## src/hw/rtl/gamepad_delta_frame_encoder_defines.svh

```systemverilog
// ----------------------------------------------------------------------------
// gamepad delta frame encoder assertion macros
// shared concurrent assertion forms, clocked on clk, disabled in reset
// ----------------------------------------------------------------------------
`ifndef GAMEPAD_DELTA_FRAME_ENCODER_DEFINES_SVH
`define GAMEPAD_DELTA_FRAME_ENCODER_DEFINES_SVH

// consequent holds in the same cycle as the antecedent
`define GDFE_ASSERT_IMPL(label, ante, cons) \
  label: assert property (@(posedge clk) disable iff (!rst_n) (ante) |-> (cons)) \
    else $error("gdfe assertion failed");

// consequent holds in the cycle after the antecedent
`define GDFE_ASSERT_NEXT(label, ante, cons) \
  label: assert property (@(posedge clk) disable iff (!rst_n) (ante) |=> (cons)) \
    else $error("gdfe assertion failed");

`endif

```

## src/hw/rtl/gdfe_pkg.sv

```systemverilog
// ----------------------------------------------------------------------------
// gdfe_pkg
// types and constants shared by the gamepad delta frame encoder modules
// ----------------------------------------------------------------------------
package gdfe_pkg;

  // frames buffered between classifier and serializer
  localparam int QUEUE_DEPTH = 2;

  localparam int ANALOG_COUNT = 6;
  localparam int SLOT_COUNT   = 8;

  // header bit of each group
  localparam int GRP_LT   = 0;
  localparam int GRP_RT   = 1;
  localparam int GRP_LS   = 2;
  localparam int GRP_RS   = 3;
  localparam int GRP_AC   = 4;
  localparam int GRP_MISC = 5;

  typedef struct packed {
    logic [5:0] hdr;
    logic [7:0] left_trigger;
    logic [7:0] right_trigger;
    logic [7:0] left_stick_x;
    logic [7:0] left_stick_y;
    logic [7:0] right_stick_x;
    logic [7:0] right_stick_y;
    logic [7:0] arrow_color_buttons;
    logic [6:0] misc_buttons;
  } frame_t;

  typedef struct packed {
    logic full;
    logic empty;
  } q_stat_t;

endpackage

```

## src/hw/rtl/gdfe_in_if.sv

```systemverilog
// ----------------------------------------------------------------------------
// gdfe_in_if
// snapshot channel: valid/ready handshake with the gamepad fields
// ----------------------------------------------------------------------------
interface gdfe_in_if;
  logic       valid;
  logic       ready;
  logic       keyframe;
  logic [7:0] left_trigger;
  logic [7:0] right_trigger;
  logic [7:0] left_stick_x;
  logic [7:0] left_stick_y;
  logic [7:0] right_stick_x;
  logic [7:0] right_stick_y;
  logic [7:0] arrow_color_buttons;
  logic [6:0] misc_buttons;

  modport source (
    output valid, keyframe, left_trigger, right_trigger, left_stick_x, left_stick_y,
           right_stick_x, right_stick_y, arrow_color_buttons, misc_buttons,
    input  ready
  );

  modport sink (
    input  valid, keyframe, left_trigger, right_trigger, left_stick_x, left_stick_y,
           right_stick_x, right_stick_y, arrow_color_buttons, misc_buttons,
    output ready
  );
endinterface

```

## src/hw/rtl/gdfe_out_if.sv

```systemverilog
// ----------------------------------------------------------------------------
// gdfe_out_if
// frame byte channel: valid/ready handshake with byte and end marker
// ----------------------------------------------------------------------------
interface gdfe_out_if;
  logic       valid;
  logic       ready;
  logic [7:0] out_byte;
  logic       last_byte;

  modport source (output valid, out_byte, last_byte, input ready);
  modport sink   (input valid, out_byte, last_byte, output ready);
endinterface

```

## src/hw/rtl/gdfe_front.sv

```systemverilog
// ----------------------------------------------------------------------------
// gdfe_front
// accepts snapshots, flags changed groups against the stored snapshot
// ----------------------------------------------------------------------------
module gdfe_front (
  input  logic              clk,
  input  logic              rst_n,
  gdfe_in_if.sink           in_if,
  input  gdfe_pkg::q_stat_t q_stat,
  output logic              push,
  output gdfe_pkg::frame_t  push_data
);

  logic [7:0] cur [gdfe_pkg::ANALOG_COUNT];
  logic [7:0] prev_analog_r [gdfe_pkg::ANALOG_COUNT];
  logic [7:0] prev_arrow_color_r;
  logic [6:0] prev_misc_r;
  logic [5:0] hdr;
  logic       acc;
  logic       key;

  assign in_if.ready = !q_stat.full;
  assign acc         = in_if.valid && in_if.ready;
  assign key         = in_if.keyframe;

  assign cur[0] = in_if.left_trigger;
  assign cur[1] = in_if.right_trigger;
  assign cur[2] = in_if.left_stick_x;
  assign cur[3] = in_if.left_stick_y;
  assign cur[4] = in_if.right_stick_x;
  assign cur[5] = in_if.right_stick_y;

  always_comb begin
    hdr                     = '0;
    hdr[gdfe_pkg::GRP_LT]   = key || (cur[0] != prev_analog_r[0]);
    hdr[gdfe_pkg::GRP_RT]   = key || (cur[1] != prev_analog_r[1]);
    // either axis moving sends the whole stick
    hdr[gdfe_pkg::GRP_LS]   = key || (cur[2] != prev_analog_r[2])
                                  || (cur[3] != prev_analog_r[3]);
    hdr[gdfe_pkg::GRP_RS]   = key || (cur[4] != prev_analog_r[4])
                                  || (cur[5] != prev_analog_r[5]);
    hdr[gdfe_pkg::GRP_AC]   = key || (in_if.arrow_color_buttons != prev_arrow_color_r);
    hdr[gdfe_pkg::GRP_MISC] = key || (in_if.misc_buttons != prev_misc_r);
  end

  always_ff @(posedge clk) begin
    if (!rst_n) begin
      for (int i = 0; i < gdfe_pkg::ANALOG_COUNT; i++) prev_analog_r[i] <= '0;
      prev_arrow_color_r <= '0;
      prev_misc_r        <= '0;
    end else if (acc) begin
      for (int i = 0; i < gdfe_pkg::ANALOG_COUNT; i++) prev_analog_r[i] <= cur[i];
      prev_arrow_color_r <= in_if.arrow_color_buttons;
      prev_misc_r        <= in_if.misc_buttons;
    end
  end

  assign push = acc;

  always_comb begin
    push_data.hdr                 = hdr;
    push_data.left_trigger        = cur[0];
    push_data.right_trigger       = cur[1];
    push_data.left_stick_x        = cur[2];
    push_data.left_stick_y        = cur[3];
    push_data.right_stick_x       = cur[4];
    push_data.right_stick_y       = cur[5];
    push_data.arrow_color_buttons = in_if.arrow_color_buttons;
    push_data.misc_buttons        = in_if.misc_buttons;
  end

endmodule

```

## src/hw/rtl/gdfe_queue.sv

```systemverilog
// ----------------------------------------------------------------------------
// gdfe_queue
// small frame queue between classifier and serializer
// ----------------------------------------------------------------------------
module gdfe_queue #(
  parameter int DEPTH = gdfe_pkg::QUEUE_DEPTH
) (
  input  logic              clk,
  input  logic              rst_n,
  input  logic              push,
  input  gdfe_pkg::frame_t  push_data,
  input  logic              pop,
  output gdfe_pkg::frame_t  pop_data,
  output gdfe_pkg::q_stat_t q_stat
);

  localparam int PTR_W = $clog2(DEPTH);
  localparam int CNT_W = $clog2(DEPTH + 1);

  gdfe_pkg::frame_t entry_r [DEPTH];
  logic [PTR_W-1:0] wr_ptr_r, wr_ptr_nxt;
  logic [PTR_W-1:0] rd_ptr_r, rd_ptr_nxt;
  logic [CNT_W-1:0] count_r, count_nxt;

  always_comb begin
    wr_ptr_nxt = wr_ptr_r;
    rd_ptr_nxt = rd_ptr_r;
    count_nxt  = count_r;
    if (push) wr_ptr_nxt = (wr_ptr_r == PTR_W'(DEPTH - 1)) ? '0 : wr_ptr_r + 1'b1;
    if (pop)  rd_ptr_nxt = (rd_ptr_r == PTR_W'(DEPTH - 1)) ? '0 : rd_ptr_r + 1'b1;
    if (push && !pop)      count_nxt = count_r + 1'b1;
    else if (pop && !push) count_nxt = count_r - 1'b1;
  end

  always_ff @(posedge clk) begin
    if (!rst_n) begin
      wr_ptr_r <= '0;
      rd_ptr_r <= '0;
      count_r  <= '0;
    end else begin
      wr_ptr_r <= wr_ptr_nxt;
      rd_ptr_r <= rd_ptr_nxt;
      count_r  <= count_nxt;
    end
  end

  always_ff @(posedge clk) begin
    if (push) entry_r[wr_ptr_r] <= push_data;
  end

  assign pop_data     = entry_r[rd_ptr_r];
  assign q_stat.full  = (count_r == CNT_W'(DEPTH));
  assign q_stat.empty = (count_r == '0);

endmodule

```

## src/hw/rtl/gdfe_back.sv

```systemverilog
// ----------------------------------------------------------------------------
// gdfe_back
// serializes a queued frame: header byte, then each flagged group's bytes
// ----------------------------------------------------------------------------
module gdfe_back (
  input  logic              clk,
  input  logic              rst_n,
  input  gdfe_pkg::q_stat_t q_stat,
  input  gdfe_pkg::frame_t  pop_data,
  output logic              pop,
  gdfe_out_if.source        out_if
);

  localparam int SC = gdfe_pkg::SLOT_COUNT;

  gdfe_pkg::frame_t frame_r;
  logic          hdr_pend_r;
  logic [SC-1:0] rem_r;
  logic          out_valid_r;
  logic [7:0]    out_byte_r;
  logic          out_last_r;

  logic [7:0]    slot_byte [SC];
  logic [SC-1:0] lsb, rem_clr, load_mask;
  logic [7:0]    sel, emit_byte;
  logic          adv, have, emit, emit_last, load;

  assign slot_byte[0] = frame_r.left_trigger;
  assign slot_byte[1] = frame_r.right_trigger;
  assign slot_byte[2] = frame_r.left_stick_x;
  assign slot_byte[3] = frame_r.left_stick_y;
  assign slot_byte[4] = frame_r.right_stick_x;
  assign slot_byte[5] = frame_r.right_stick_y;
  assign slot_byte[6] = frame_r.arrow_color_buttons;
  assign slot_byte[7] = {1'b0, frame_r.misc_buttons};

  // stick groups cover two byte slots each
  assign load_mask = {pop_data.hdr[gdfe_pkg::GRP_MISC], pop_data.hdr[gdfe_pkg::GRP_AC],
                      pop_data.hdr[gdfe_pkg::GRP_RS],   pop_data.hdr[gdfe_pkg::GRP_RS],
                      pop_data.hdr[gdfe_pkg::GRP_LS],   pop_data.hdr[gdfe_pkg::GRP_LS],
                      pop_data.hdr[gdfe_pkg::GRP_RT],   pop_data.hdr[gdfe_pkg::GRP_LT]};

  // next slot is the lowest pending one
  assign lsb     = rem_r & (~rem_r + 1'b1);
  assign rem_clr = rem_r & (rem_r - 1'b1);

  always_comb begin
    sel = '0;
    for (int i = 0; i < SC; i++) begin
      if (lsb[i]) sel = sel | slot_byte[i];
    end
  end

  assign adv       = !out_valid_r || out_if.ready;
  assign have      = hdr_pend_r || (rem_r != '0);
  assign emit      = adv && have;
  assign emit_byte = hdr_pend_r ? {2'b00, frame_r.hdr} : sel;
  assign emit_last = hdr_pend_r ? (rem_r == '0) : (rem_clr == '0);
  // take the next frame while the last byte of this one goes out
  assign load      = !q_stat.empty && (!have || (emit && emit_last));
  assign pop       = load;

  always_ff @(posedge clk) begin
    if (!rst_n) begin
      hdr_pend_r  <= 1'b0;
      rem_r       <= '0;
      out_valid_r <= 1'b0;
    end else begin
      if (adv) out_valid_r <= have;
      if (load) begin
        hdr_pend_r <= 1'b1;
        rem_r      <= load_mask;
      end else if (emit) begin
        if (hdr_pend_r) hdr_pend_r <= 1'b0;
        else            rem_r      <= rem_clr;
      end
    end
  end

  always_ff @(posedge clk) begin
    if (load) frame_r <= pop_data;
    if (emit) begin
      out_byte_r <= emit_byte;
      out_last_r <= emit_last;
    end
  end

  assign out_if.valid     = out_valid_r;
  assign out_if.out_byte  = out_byte_r;
  assign out_if.last_byte = out_last_r;

endmodule

```

## src/hw/rtl/gamepad_delta_frame_encoder.sv

```systemverilog
// ----------------------------------------------------------------------------
// gamepad_delta_frame_encoder
// one snapshot in, one delta update frame out as a byte stream
// ----------------------------------------------------------------------------
// Each accepted snapshot becomes a frame of 1 to 9 bytes: a header whose bits
// 0 to 5 flag the changed groups, then those groups' bytes in fixed order,
// with last_byte high on the final byte. The output port moves one byte a
// cycle while out_if.ready is high; a keyframe has all 9 bytes. The next queued
// frame is taken as the last byte of the one before goes out. Snapshots are
// classified on arrival and held in a frame queue of QUEUE_DEPTH entries, so the
// input stays ready until that queue fills. The stored snapshot resets to zeros.
`include "gamepad_delta_frame_encoder_defines.svh"

module gamepad_delta_frame_encoder #(
  parameter int QUEUE_DEPTH = gdfe_pkg::QUEUE_DEPTH
) (
  input  logic       clk,
  input  logic       rst_n,
  gdfe_in_if.sink    in_if,
  gdfe_out_if.source out_if
);

  gdfe_pkg::q_stat_t q_stat;
  gdfe_pkg::frame_t  push_data;
  gdfe_pkg::frame_t  pop_data;
  logic              push;
  logic              pop;

  gdfe_front u_front (
    .clk       (clk),
    .rst_n     (rst_n),
    .in_if     (in_if),
    .q_stat    (q_stat),
    .push      (push),
    .push_data (push_data)
  );

  gdfe_queue #(
    .DEPTH (QUEUE_DEPTH)
  ) u_queue (
    .clk       (clk),
    .rst_n     (rst_n),
    .push      (push),
    .push_data (push_data),
    .pop       (pop),
    .pop_data  (pop_data),
    .q_stat    (q_stat)
  );

  gdfe_back u_back (
    .clk      (clk),
    .rst_n    (rst_n),
    .q_stat   (q_stat),
    .pop_data (pop_data),
    .pop      (pop),
    .out_if   (out_if)
  );

  `GDFE_ASSERT_IMPL(a_pop_has_frame, pop, !q_stat.empty)
  `GDFE_ASSERT_IMPL(a_push_has_room, push, !q_stat.full)
  `GDFE_ASSERT_NEXT(a_push_not_empty, push && !pop, !q_stat.empty)

endmodule
```

## src/flat_wrapper.sv

```systemverilog
// flat-port wrapper written by rule: the top's interface ports become plain ports
module gamepad_delta_frame_encoder_flat 
#(
  parameter int QUEUE_DEPTH = gdfe_pkg::QUEUE_DEPTH
)
  (clk, rst_n, in_if_valid, in_if_keyframe, in_if_left_trigger, in_if_right_trigger, in_if_left_stick_x, in_if_left_stick_y, in_if_right_stick_x, in_if_right_stick_y, in_if_arrow_color_buttons, in_if_misc_buttons, in_if_ready, out_if_valid, out_if_out_byte, out_if_last_byte, out_if_ready);
  gdfe_in_if in_if_i ();
  gdfe_out_if out_if_i ();
  input  logic clk;
  input  logic rst_n;
  input wire logic [$bits(in_if_i.valid)-1:0] in_if_valid;
  input wire logic [$bits(in_if_i.keyframe)-1:0] in_if_keyframe;
  input wire logic [$bits(in_if_i.left_trigger)-1:0] in_if_left_trigger;
  input wire logic [$bits(in_if_i.right_trigger)-1:0] in_if_right_trigger;
  input wire logic [$bits(in_if_i.left_stick_x)-1:0] in_if_left_stick_x;
  input wire logic [$bits(in_if_i.left_stick_y)-1:0] in_if_left_stick_y;
  input wire logic [$bits(in_if_i.right_stick_x)-1:0] in_if_right_stick_x;
  input wire logic [$bits(in_if_i.right_stick_y)-1:0] in_if_right_stick_y;
  input wire logic [$bits(in_if_i.arrow_color_buttons)-1:0] in_if_arrow_color_buttons;
  input wire logic [$bits(in_if_i.misc_buttons)-1:0] in_if_misc_buttons;
  output wire logic [$bits(in_if_i.ready)-1:0] in_if_ready;
  output wire logic [$bits(out_if_i.valid)-1:0] out_if_valid;
  output wire logic [$bits(out_if_i.out_byte)-1:0] out_if_out_byte;
  output wire logic [$bits(out_if_i.last_byte)-1:0] out_if_last_byte;
  input wire logic [$bits(out_if_i.ready)-1:0] out_if_ready;
  assign in_if_i.valid = in_if_valid;
  assign in_if_i.keyframe = in_if_keyframe;
  assign in_if_i.left_trigger = in_if_left_trigger;
  assign in_if_i.right_trigger = in_if_right_trigger;
  assign in_if_i.left_stick_x = in_if_left_stick_x;
  assign in_if_i.left_stick_y = in_if_left_stick_y;
  assign in_if_i.right_stick_x = in_if_right_stick_x;
  assign in_if_i.right_stick_y = in_if_right_stick_y;
  assign in_if_i.arrow_color_buttons = in_if_arrow_color_buttons;
  assign in_if_i.misc_buttons = in_if_misc_buttons;
  assign in_if_ready = in_if_i.ready;
  assign out_if_valid = out_if_i.valid;
  assign out_if_out_byte = out_if_i.out_byte;
  assign out_if_last_byte = out_if_i.last_byte;
  assign out_if_i.ready = out_if_ready;
  gamepad_delta_frame_encoder #(.QUEUE_DEPTH(QUEUE_DEPTH)) u_core (.clk(clk), .rst_n(rst_n), .in_if(in_if_i), .out_if(out_if_i));
endmodule
```

## config.mk

```make
export PLATFORM = sky130hd
export DESIGN_NAME = gamepad_delta_frame_encoder_flat
export DESIGN_NICKNAME = d
export VERILOG_FILES = /design/src/hw/rtl/gdfe_pkg.sv /design/src/hw/rtl/gdfe_in_if.sv /design/src/hw/rtl/gdfe_out_if.sv /design/src/hw/rtl/gdfe_front.sv /design/src/hw/rtl/gdfe_queue.sv /design/src/hw/rtl/gdfe_back.sv /design/src/hw/rtl/gamepad_delta_frame_encoder.sv /design/src/flat_wrapper.sv
export VERILOG_INCLUDE_DIRS = /design/src /design/src/hw/rtl
export SDC_FILE = /design/constraint.sdc
export NUM_CORES = 1
export LEC_CHECK = 0
export BUFFER_PORTS_ARGS = -buffer_cell sky130_fd_sc_hd__buf_2
export CORE_AREA = 2 2 175 177
export CTS_BUF_LIST = sky130_fd_sc_hd__clkbuf_8
export CTS_CLUSTER_DIAMETER = 120
export DETAILED_ROUTE_END_ITERATION = 6
export DIE_AREA = 0 0 177 179
export SYNTH_ARGS = -nofsm -noshare
export SYNTH_HDL_FRONTEND = slang
export SYNTH_SLANG_ARGS = --single-unit
```

## constraint.sdc

```tcl
create_clock -name clk -period 11.2 [get_ports clk]
set_clock_uncertainty 0.1 [all_clocks]
set_input_delay 0.56 -clock clk [delete_from_list [all_inputs] [get_ports clk]]
set_output_delay 0.56 -clock clk [all_outputs]
set_load 0.005 [all_outputs]
```

==> summary.txt, run 1 <==
Routing
  – Met2 wire len: 11,500 um
  – Via count: 6,367
  – Final wirelength: 24,000 um
  – Via/cell ratio: 4.99
  – Avg WL per Cell: 18.8 um
  – Post-DRT Antenna Nets: 0
  – Initial DRT Pass Iterations: 5
  – Initial drt markers: 478
  – Drt drc: 0
  – Top sig layer: met5
  – Met3 wire len: 1030 um
  – M1 WL: 11,100 um

Logic synthesis
  – Dominant synthesized flop cell: edfxtp_1
  – Async SR Flop Fraction: 0
  – Post-synth cell types: 57
  – Post-synth EDFFs: 264
  – Post-Syn Area per Cell: 15.5 sq um
  – Synth Instances: 754
  – Synthesized area: 11,700 sq um
  – Sequential-to-total area share from yosys stat: 0.728
  – Syn nets: 823
  – Seq cells post-synth: 294
  – Synth warn: 0

Clock tree
  – H-tree Lvls: 2
  – CTS buffer count: 46
  – TritonCTS clock tree: done
  – Clk buf depth: 3
  – Sink Count: 294
  – Clk_lat worst skew: 0.54 ns
  – CTS clk-pin slew, worst paths: 0.07 ns
  – Number of setup buffers added after CTS: 0
  – CTS hold repair buffers: 0
  – # resized after CTS: 0
  – Clock root buffer: clkbuf_8

Global routing
  – GRT Util Overall: 0.154
  – Largest net degree at the start of global routing: 86
  – Antenna violations before repair: 1
  – First-pass GRT wire length: 37,000 um
  – Total grt overflow: 0
  – Vias in the first global route: 6,332

Setup path
  – Critical path type: reg -> reg
  – R2r setup slk: 7.78 ns
  – WP data required: 11.26 ns
  – Worst r2r path cells: 6
  – R2r startpoint: u_core.u_back.rem_r[0]
  – Capturing element type of the critical path: register
  – Max stage delay cell, worst path: nor4_1
  – Reg2reg end: u_core.u_back.frame_r[29]
  – CP arrival: 3.47 ns
  – CP startpoint: u_core.u_back.rem_r[0]
  – Crit-path max FO: 69
  – CP peak stage delay: 0.78 ns
  – Crit path cell chain: nor4_1, o21ai_1, a211oi_2, o21ai_1, inv_2, buf_4
  – CP most frequent cell: o21ai_1
  – CP top delay family: simple AND/OR/NAND/NOR gates
  – CP Buf/Inv Count: 2
  – Startpoint types: register

STA
  – RSZ-0062 raised after global routing: no
  – Max-Slew Margin vs Limit: 0.218
  – Count of pins over their slew limit: 0
  – Highest clock rate: 293 MHz
  – Final setup fails: 0
  – Least-Margin Pin Slew: 1.17 ns
  – Setup TNS: 0 ns
  – Final hold violations: 0
  – Final hold slack: 0.144 ns
  – Fin crit share: 0.305
  – Minimum clock period: 3.42 ns

Finish
  – Area Overhead vs Synth: 13.8%
  – Fin area: 13,300 sq um
  – Fin cells: 1,276
  – Layout cells sized above 1: 0.252
  – Layout fillers: 2,668
  – Nets: 916
  – Inserted Diodes: 0

Run status
  – Status: finished, final reports clean

Min path
  – Hold Startpoint: in_if_left_trigger[1]
  – Hold depth: 1
  – Hold Path Class: in -> reg
  – Hold Path End: u_core.u_queue.entry_r[0][56]

Floorplanning
  – Floorplan core area: 30,000 sq um
  – Overall die area: 31,700 sq um
  – Row cnt: 64
  – Starting Density: 0.390
  – Die Y: 179 um
  – Die W: 177 um
  – IO Pins: 79

Power and ir drop
  – Combinational share of power: 0.241
  – PwrDens: 251 nW/um^2
  – Max IR drop VDD: 0.185 mV
  – Flop pwr share: 0.514
  – LEAKAGE: 4.78 nW
  – Switching Fraction: 0.319
  – Pint: 2.28 mW
  – Clock power frac: 0.245
  – Sw power: 1.07 mW

Place
  – Placed Cells incl. Taps: 1,195
  – Hpwl dp: 14,800 um
  – IO Port Bufs: 78
  – Placed cell area: 12,500 sq um
  – GPL Wtd Cong: 0.840

Flow run
  – Max-cap violations: 0
## worst register-to-register path: stages, from the launching register on
cell	delay [ns]
dfxtp_1	0.60
nor4_1	0.79
o21ai_1	0.22
a211oi_2	0.32
o21ai_1	0.20
inv_2	0.08
buf_4	0.64
## power groups by stage
stage	Sequential (mW)	Combinational, mW	Clock, mW
2_1_floorplan	1.64	0.621	0
3_3_place_gp	1.74	0.811	0
3_5_place_dp	1.74	0.815	0
4_1_cts	1.73	0.819	0.845
5_1_grt	1.75	0.896	0.893
6_report	1.72	0.807	0.821
## per-layer routing
metal	vias up	track usage
met3	40	0.0271
met1	3113	0.216
met2	144	0.245
li1	3068	-
met4	2	0.0465
met5	-	0
## kinds of logic (layout without fill, tap and decap cells)
kind of cell    after synthesis  in the layout  synth area share
compound gates              100            100            0.0611
mux                          69             69            0.0661
fa+ha+maj                     1              1           0.00107
simple gates                181            181            0.0802
xor+xnor                     65             65            0.0486
buf+inv                      44            170            0.0155
flops                       294            294             0.728
## metrics by stage
step                      utilization  total power, mW  setup WS (ns)
after floorplan                     -             2.26           6.93
after global placement          0.417             2.55           7.80
after detailed placement        0.417             2.56           7.78
after CTS                       0.444             3.39           7.75
after global routing            0.444             3.54           7.37
final                           0.444             3.35           7.78
## synth_stat cells (2+ instances only)
| master | n | area (sq um) |
|---|---|---|
| nand2b_1 | 3 | 18.8 |
| nand3_1 | 7 | 35.0 |
| dfxtp_1 | 30 | 601 |
| o21ai_1 | 4 | 20.0 |
| nor2b_1 | 3 | 18.8 |
| and3_1 | 49 | 307 |
| or3_1 | 2 | 12.5 |
| o21ai_0 | 5 | 25.0 |
| a21boi_0 | 17 | 128 |
| edfxtp_1 | 264 | 7930 |
| a22oi_1 | 21 | 158 |
| buf_6 | 2 | 22.5 |
| mux2_2 | 67 | 754 |
| or4_1 | 3 | 22.5 |
| nor4_1 | 7 | 43.8 |
| a221oi_1 | 2 | 17.5 |
| nor2_1 | 28 | 105 |
| a211oi_1 | 4 | 30.0 |
| a21oi_1 | 20 | 100 |
| inv_1 | 5 | 18.8 |
| xnor2_1 | 30 | 263 |
| a211o_1 | 2 | 17.5 |
| mux2i_1 | 2 | 20.0 |
| o22ai_1 | 6 | 37.5 |
| buf_1 | 5 | 18.8 |
| and2_1 | 3 | 18.8 |
| nor3_1 | 5 | 25.0 |
| clkbuf_1 | 30 | 113 |
| a41oi_1 | 6 | 52.6 |
| nand4_1 | 9 | 56.3 |
| xor2_1 | 35 | 307 |
| nand2_1 | 53 | 199 |
## sequential cells by signal, indices dropped and copies added, names as in the netlist, named ones only
signal / count
u_core.u_front.prev_analog_r: 48
u_core.u_back.out_if.valid: 1
u_core.u_back.hdr_pend_r: 1
u_core.u_back.rem_r: 8
u_core.u_back.frame_r: 69
u_core.u_back.out_if.last_byte: 1
u_core.u_front.prev_misc_r: 7
u_core.u_queue.count_r: 2
u_core.u_queue.wr_ptr_r: 1
u_core.u_front.prev_arrow_color_r: 8
u_core.u_queue.rd_ptr_r: 1
u_core.u_back.out_if.out_byte: 8
u_core.u_queue.entry_r: 138
## placed cells by master, fill, tap and decap left out, types with 9 or more instances in the layout
cell and n:
buf_2 78, inv_1 22, and3_1 48, edfxtp_1 264, dfxtp_1 29, a21boi_0 17
mux2_2 67, a22oi_1 21, nand4_1 9, a21oi_1 20, clkbuf_8 49, xor2_1 35
nand2_1 52, xnor2_1 30, nor2_1 27
## worst max-delay path by stage
| stage | depth (start not counted) | endpoint | slack [ns] |
|---|---|---|---|
| after detailed placement | 6 | u_core.u_back.frame_r[31] | 7.78 |
| after CTS | 6 | u_core.u_back.frame_r[25] | 7.75 |
| final | 6 | u_core.u_back.frame_r[29] | 7.78 |
| after floorplan | 3 | u_core.u_queue.entry_r[0][0] | 6.93 |
| after global routing | 6 | u_core.u_back.frame_r[2] | 7.37 |
| after global placement | 6 | u_core.u_back.frame_r[27] | 7.80 |
## cell type report
cell class	count	area, sq um	area share
Clock buffer	49	674	0.0505
Sequential cell	294	8530	0.639
Inverter	6	22.5	0.00169
Clock inverter	32	158	0.0118
Multi-Input combinational cell	416	3030	0.227
Tap cell	396	495	0.0371
Timing Repair Buffer	83	428	0.0321
Power figures use the tool's default switching activity.
==> run 2: changes to the inputs <==
- ABC_AREA: not set -> 1
- CORE_AREA: 2 2 175 177 -> 2 2 174 176
- DIE_AREA: 0 0 177 179 -> 0 0 176 178
- clock period: 11.2 -> 3.3 ns (I/O delays scaled with it)
==> run 2 against run 1 <==
Effect of this change:
- synthesized area is 1.1% lower
- core utilization is 3.4 points higher
- worst setup slack worse by 6.9 ns
- largest power group unchanged
- sequential share of layout area is 3.4 points lower
- synthesized cell count is 11% higher
- fmax is 42% higher
- critical path depth is 9 higher
- critical path type unchanged
- flip-flop and latch count stayed put
- routed wire length is 0.39% lower
- worst hold slack worse by 0.087 ns
==> summary.txt, run 2 <==
Clock tree
  – CTS clk-pin slew, worst paths: 0.06 ns
  – # resized after CTS: 0
  – Clock root buffer: clkbuf_8
  – Sink Count: 294
  – H-tree Lvls: 2
  – Clk_lat worst skew: 0.55 ns
  – Clk buf depth: 3
  – CTS buffer count: 48
  – TritonCTS clock tree: done

Run status
  – Status: finished, final reports clean

Logic synthesis
  – Post-synth cell types: 35
  – Dominant synthesized flop cell: edfxtp_1
  – Area fraction of the dominant cell type after synthesis: 0.684
  – Async SR Flop Fraction: 0
  – Ranking of synthesized cells by area: edfxtp_1 (68%), mux2_2 (6.4%), dfxtp_1 (5.2%)
  – Synthesized area: 11,600 sq um
  – Synth Instances: 838
  – Top-count cell post-synth: edfxtp_1
  – Post-Syn Area per Cell: 13.8 sq um
  – Seq cells post-synth: 294
  – Post-synth EDFFs: 264
  – Top post-synthesis cells by count: edfxtp_1 (264), nand2_1 (109), inv_1 (92), nor2_1 (89), mux2_2 (66)
  – Sequential-to-total area share from yosys stat: 0.736
  – Syn nets: 907
  – Leading area contributor after synthesis: edfxtp_1
  – Synth warn: 0

Finish
  – Most frequent cells in the layout: edfxtp_1 (264), inv_1 (110), nand2_1 (107), nor2_1 (87), buf_2 (78)
  – Layout cells sized above 1: 0.219
  – Layout fillers: 2,590
  – Inserted Diodes: 0
  – Nets: 1,094
  – Biggest register: u_core.u_queue.entry_r
  – Biggest regs: u_core.u_queue.entry_r: 138 flops, u_core.u_back.frame_r: 69 flops, u_core.u_front.prev_analog_r: 48 flops
  – Fin cells: 1,450
  – Fin area: 14,100 sq um
  – Area Overhead vs Synth: 21.4%
  – Number of flip-flops in the largest register: 138
  – Commonest non-fill, non-tap cell in the layout: edfxtp_1

Place
  – Hpwl dp: 16,000 um
  – DP Worst Slack: 0.916 ns
  – Placed cell area: 12,600 sq um
  – IO Port Bufs: 78
  – Placed Cells incl. Taps: 1,300
  – GPL Wtd Cong: 0.854

STA
  – Final setup fails: 0
  – Minimum clock period: 2.41 ns
  – Count of pins over their slew limit: 0
  – Final hold violations: 0
  – Setup TNS: 0 ns
  – Final WS setup: 0.892 ns
  – Highest clock rate: 415 MHz
  – Least-Margin Pin Slew: 0.817 ns
  – Fin crit share: 0.730
  – RSZ-0062 raised after global routing: no
  – Max-Slew Margin vs Limit: 0.451

Routing
  – Via/cell ratio: 4.80
  – Initial drt markers: 398
  – Avg WL per Cell: 16.5 um
  – Via count: 6,956
  – Initial DRT Pass Iterations: 5
  – Final wirelength: 23,900 um
  – Drt drc: 0
  – Post-DRT Antenna Nets: 0

Power and ir drop
  – Pint: 7.63 mW
  – Clock power frac: 0.260
  – PwrDens: 772 nW/um^2
  – LEAKAGE: 5.31 nW
  – Switching Fraction: 0.297
  – Max IR drop VDD: 0.409 mV
  – Combinational share of power: 0.217
  – Flop pwr share: 0.523
  – Sw power: 3.23 mW

Floorplanning
  – Die Y: 178 um
  – Row cnt: 63
  – Overall die area: 31,300 sq um
  – Die W: 176 um
  – Floorplan core area: 29,400 sq um
  – Starting Density: 0.394
  – IO Pins: 79

Setup path
  – R2r setup slk: 0.89 ns
  – WP data required: 3.62 ns
  – Max stage delay cell, worst path: dfxtp_1
  – CP most frequent cell: nand2_1
  – Worst r2r path cells: 15
  – Crit path cell chain: nor2_4, nand2_1, nand2_1, nand3_1, nor2_1, nand2_1, nand2_2, nand2_4, nand2_4, inv_1, ha_1, a21oi_1, o21ai_0, o21ai_0, a21oi_1
  – CP arrival: 2.73 ns
  – Crit-path max FO: 13
  – CP peak stage delay: 0.44 ns
  – Critical path type: reg -> reg
  – Reg2reg end: u_core.u_queue.count_r[1]
  – R2r startpoint: u_core.u_back.rem_r[0]
  – Startpoint types: register
  – Capturing element type of the critical path: register

Min path
  – Hold depth: 5
  – Hold Path Class: in -> reg
  – Hold Path End: u_core.u_front.prev_arrow_color_r[6]
  – Hold Startpoint: in_if_valid

Flow run
  – Max-cap violations: 0

Global routing
  – Total grt overflow: 0
  – Vias in the first global route: 6,997
  – Largest net degree at the start of global routing: 77
  – Antenna violations before repair: 0
  – First-pass GRT wire length: 37,900 um
  – GRT Util Overall: 0.157
-- run 2: cell count changes in the layout (fill, tap and decap cells not counted), moves of 17 or more --
cell | previous run | this run
nand2_1 | 52 | 107
inv_1 | 22 | 110
a21boi_0 | 17 | 0
nor2_1 | 27 | 87
and3_1 | 48 | 0
dlygate4sd3_1 | 0 | 65
xor2_1 | 35 | 12
o21ai_0 | 5 | 26
-- run 2: worst max path at each step --
stage | startpoint | to | cells after the start
2_1_floorplan | u_core.u_queue.count_r[0] | u_core.u_queue.entry_r[1][0] | 5
3_3_place_gp | u_core.u_back.rem_r[0] | u_core.u_queue.count_r[1] | 15
3_5_place_dp | u_core.u_back.rem_r[0] | u_core.u_queue.count_r[1] | 15
4_1_cts | u_core.u_back.rem_r[0] | u_core.u_queue.count_r[1] | 15
5_1_grt | u_core.u_back.rem_r[0] | u_core.u_queue.count_r[1] | 11
6_report | u_core.u_back.rem_r[0] | u_core.u_queue.count_r[1] | 15
-- run 2: kinds of logic (layout without fill, tap and decap cells) --
family | after synthesis | after routing | share of synthesized area
multiplexers | 66 | 66 | 0.0641
AO/OA/AOI/OAI | 99 | 99 | 0.0554
buffers and inverters | 114 | 336 | 0.0383
XOR/XNOR | 26 | 26 | 0.0196
AND/OR/NAND/NOR | 238 | 238 | 0.0858
adder cells (fa/ha/maj) | 1 | 1 | 0.00108
flip-flops | 294 | 294 | 0.736
-- run 2: through the flow --
stage / util / total power [mW] / hold slack, ns
2_1_floorplan: - / 7.16 / 0.164
3_3_place_gp: 0.428 / 8.03 / 0.271
3_5_place_dp: 0.428 / 8.07 / 0.281
4_1_cts: 0.479 / 11.0 / 0.0301
5_1_grt: 0.479 / 11.5 / 0.0732
6_report: 0.479 / 10.9 / 0.0573
-- run 2: repair_timing --
action / in CTS / in global routing
hold buffers: 65 / 0
setup buffers: 0 / 0
endpoints found under the hold margin: 204 / 0
-- run 2: power groups by stage --
stage                     combinational (mW)  sequential [mW]  clock, mW
after floorplan                         1.57             5.59          0
after global placement                  2.29             5.75          0
after detailed placement                2.31             5.76          0
after CTS                               2.38             5.69       2.92
after global routing                    2.62             5.77       3.08
final                                   2.36             5.68       2.83
-- run 2: final cells by class --
class                   count  area [sq um]  share of cell area
clock buffers              50           688              0.0489
clock inverters            35           165              0.0117
inverters                  94           353              0.0251
multi-input cells         430          2650               0.188
flip-flops and latches    294          8530               0.606
well taps                 390           488              0.0347
repair buffers            157          1210              0.0859
-- run 2: routing by layer --
layer / up-vias / global-route usage / wire [um]
met4: 0 / 0.0544 / 497
met1: 3363 / 0.201 / 10600
met5: - / 0 / 0
met2: 181 / 0.265 / 11600
li1: 3375 / - / -
met3: 37 / 0.0350 / 1250
-- run 2: worst max-delay path: cells and delay by family, from the launching register on --
| family | cells | cell delay, ns |
|---|---|---|
| and+or+nand+nor | 9 | 0.98 |
| AOI/OAI and AO/OA | 4 | 0.43 |
| DFF | 1 | 0.44 |
| adders and majority gates | 1 | 0.31 |
| buffers and inverters | 1 | 0.05 |
==> run 3: changes to the inputs <==
- clock period: 3.3 -> 2.2 ns (I/O delays scaled with it)
==> run 3 against run 2 <==
Effect of this change:
- the flow now finishes with violations (setup timing)
- non-clock buffer count up 18
- worst setup slack got worse by 0.89 ns
- die area unchanged
- worst hold slack worse by 0.021 ns
- register-to-register slack worse by 0.89 ns
- sequential share of layout area fell by 1.5 points
- core utilization grew 1.2 points
- combinational power grew 74%
- cell area is 2.5% higher
- via count increased by 1.8%
- critical path type unchanged
- critical endpoint unchanged
==> summary.txt, run 3 (synthesis gave the netlist of run 2 again) <==
Global routing
  – Antenna violations before repair: 0
  – M1 GR Usage: 0.211
  – First-pass GRT wire length: 38,300 um
  – M3 GR Usage: 0.0337
  – GRT Util Overall: 0.160
  – M2 GR Usage: 0.270
  – Vias in the first global route: 7,018
  – Largest net degree at the start of global routing: 77
  – Busiest grt layer: met2
  – Total grt overflow: 0

STA
  – Setup TNS: -0.000620 ns
  – Final WS setup: -0.000620 ns
  – Final setup fails: 1
  – Final hold slack: 0.0361 ns
  – Count of pins over their slew limit: 0
  – Max-Slew Margin vs Limit: 0.579
  – Fin crit share: 1.00
  – Final hold violations: 0
  – Minimum clock period: 2.20 ns
  – Least-Margin Pin Slew: 0.625 ns
  – Highest clock rate: 454 MHz

Setup path
  – R2r startpoint: u_core.u_back.rem_r[0]
  – CP most frequent cell: nand2_2
  – WP data required: 2.54 ns
  – Capturing element type of the critical path: register
  – CP arrival: 2.54 ns
  – CP peak stage delay: 0.34 ns
  – Worst r2r path cells: 16
  – CP startpoint: u_core.u_back.rem_r[0]
  – Startpoint types: register
  – Max stage delay cell, worst path: dfxtp_2
  – Crit-path max FO: 5
  – Critical path type: reg -> reg
  – Crit path cell chain: nor2_4, buf_12, nand2_2, nand2_2, nand3_2, nor2_2, nand2_1, nand2_2, nand2_4, nand2_8, inv_4, ha_4, a21oi_2, o21ai_2, o21ai_1, a21oi_1

Floorplanning
  – IO Pins: 79
  – Starting Density: 0.394
  – Overall die area: 31,300 sq um
  – Floorplan core area: 29,400 sq um
  – Die W: 176 um
  – Die Y: 178 um
  – Row cnt: 63

Min path
  – Hold Path Class: in -> reg
  – Hold depth: 5
  – Hold Startpoint: in_if_valid

Finish
  – Most frequent cells in the layout: edfxtp_1 (264), inv_1 (104), nand2_1 (101), nor2_1 (85), buf_2 (78)
  – Layout fillers: 2,591
  – Biggest register: u_core.u_queue.entry_r
  – Fin area: 14,400 sq um
  – Final core occ: 0.491
  – Area Overhead vs Synth: 24.5%
  – Inserted Diodes: 0
  – Biggest regs: u_core.u_queue.entry_r: 138 flops, u_core.u_back.frame_r: 69 flops, u_core.u_front.prev_analog_r: 48 flops
  – Layout cells sized above 1: 0.256
  – Fin cells: 1,471
  – Area of the multi-input gates: 2740 sq um
  – Number of flip-flops in the largest register: 138
  – Register Area: 8530 sq um
  – Nets: 1,113
  – Commonest non-fill, non-tap cell in the layout: edfxtp_1

Place
  – Placed cell area: 12,700 sq um
  – DP Worst Slack: 0.0672 ns
  – GPL Wtd Cong: 0.873
  – Hpwl dp: 16,400 um
  – IO Port Bufs: 78
  – Placed Cells incl. Taps: 1,311

Routing
  – Initial drt markers: 550
  – Via count: 7,080
  – Final wirelength: 24,900 um
  – Post-DRT Antenna Nets: 0
  – Drt drc: 0
  – Via/cell ratio: 4.81
  – Avg WL per Cell: 17.0 um
  – Initial DRT Pass Iterations: 5

Power and ir drop
  – Pint: 12.0 mW
  – PwrDens: 1180 nW/um^2
  – Clock power frac: 0.261
  – Max IR drop VDD: 0.590 mV
  – Power Total: 17.1 mW
  – LEAKAGE: 5.47 nW
  – Sw power: 5.10 mW
  – Switching Fraction: 0.298
  – Flop pwr share: 0.499
  – Combinational share of power: 0.240

Clock tree
  – Clock root buffer: clkbuf_8
  – CTS buffer count: 49
  – CTS clk-pin slew, worst paths: 0.06 ns
  – Clk buf depth: 3
  – Clk_lat worst skew: 0.55 ns
  – TritonCTS clock tree: done
  – H-tree Lvls: 2
  – Sink Count: 294

Run status
  – Failing checks: setup timing
  – Status: finished, violations left

Flow run
  – Max-cap violations: 0
-- run 3: per-layer routing --
metal / up-vias / part of all wire
met5: - / 0
met4: 0 / 0.018
met1: 3437 / 0.44
met3: 39 / 0.051
li1: 3417 / -
met2: 187 / 0.49
-- run 3: repair_timing --
item	in CTS	in global routing
gates resized for setup	0	16
setup endpoints to repair	0	78
hold endpoints to repair	214	0
hold buffers	65	0
setup buffers	0	6
-- run 3: final timing paths --
check                                         end  slack, ns
min          u_core.u_front.prev_arrow_color_r[6]       0.04
min reg2reg                              register       0.36
max reg2reg             u_core.u_queue.count_r[1]    -0.0006
max                     u_core.u_queue.count_r[1]    -0.0006
-- run 3: worst max-delay path, delay by kind of cell (launching register included) --
kind | cells | cell delay, ns
compound gates | 4 | 0.37
buf+inv | 2 | 0.18
simple gates | 9 | 0.90
flops | 1 | 0.34
fa+ha+maj | 1 | 0.21
-- run 3: cell type report --
class | instances | share of cell area
clock buffers | 51 | 0.0486
inverters | 94 | 0.0246
multi-input cells | 430 | 0.190
well taps | 390 | 0.0338
flip-flops and latches | 294 | 0.591
clock inverters | 37 | 0.0144
repair buffers | 175 | 0.0975
-- run 3: power by group through the flow --
stage | Clock, mW | Sequential, mW | Combinational, mW
final | 4.45 | 8.53 | 4.10
after global routing | 4.83 | 8.65 | 4.51
after CTS | 4.59 | 8.53 | 3.77
after detailed placement | 0 | 8.63 | 3.67
after global placement | 0 | 8.62 | 3.62
after floorplan | 0 | 8.36 | 2.46
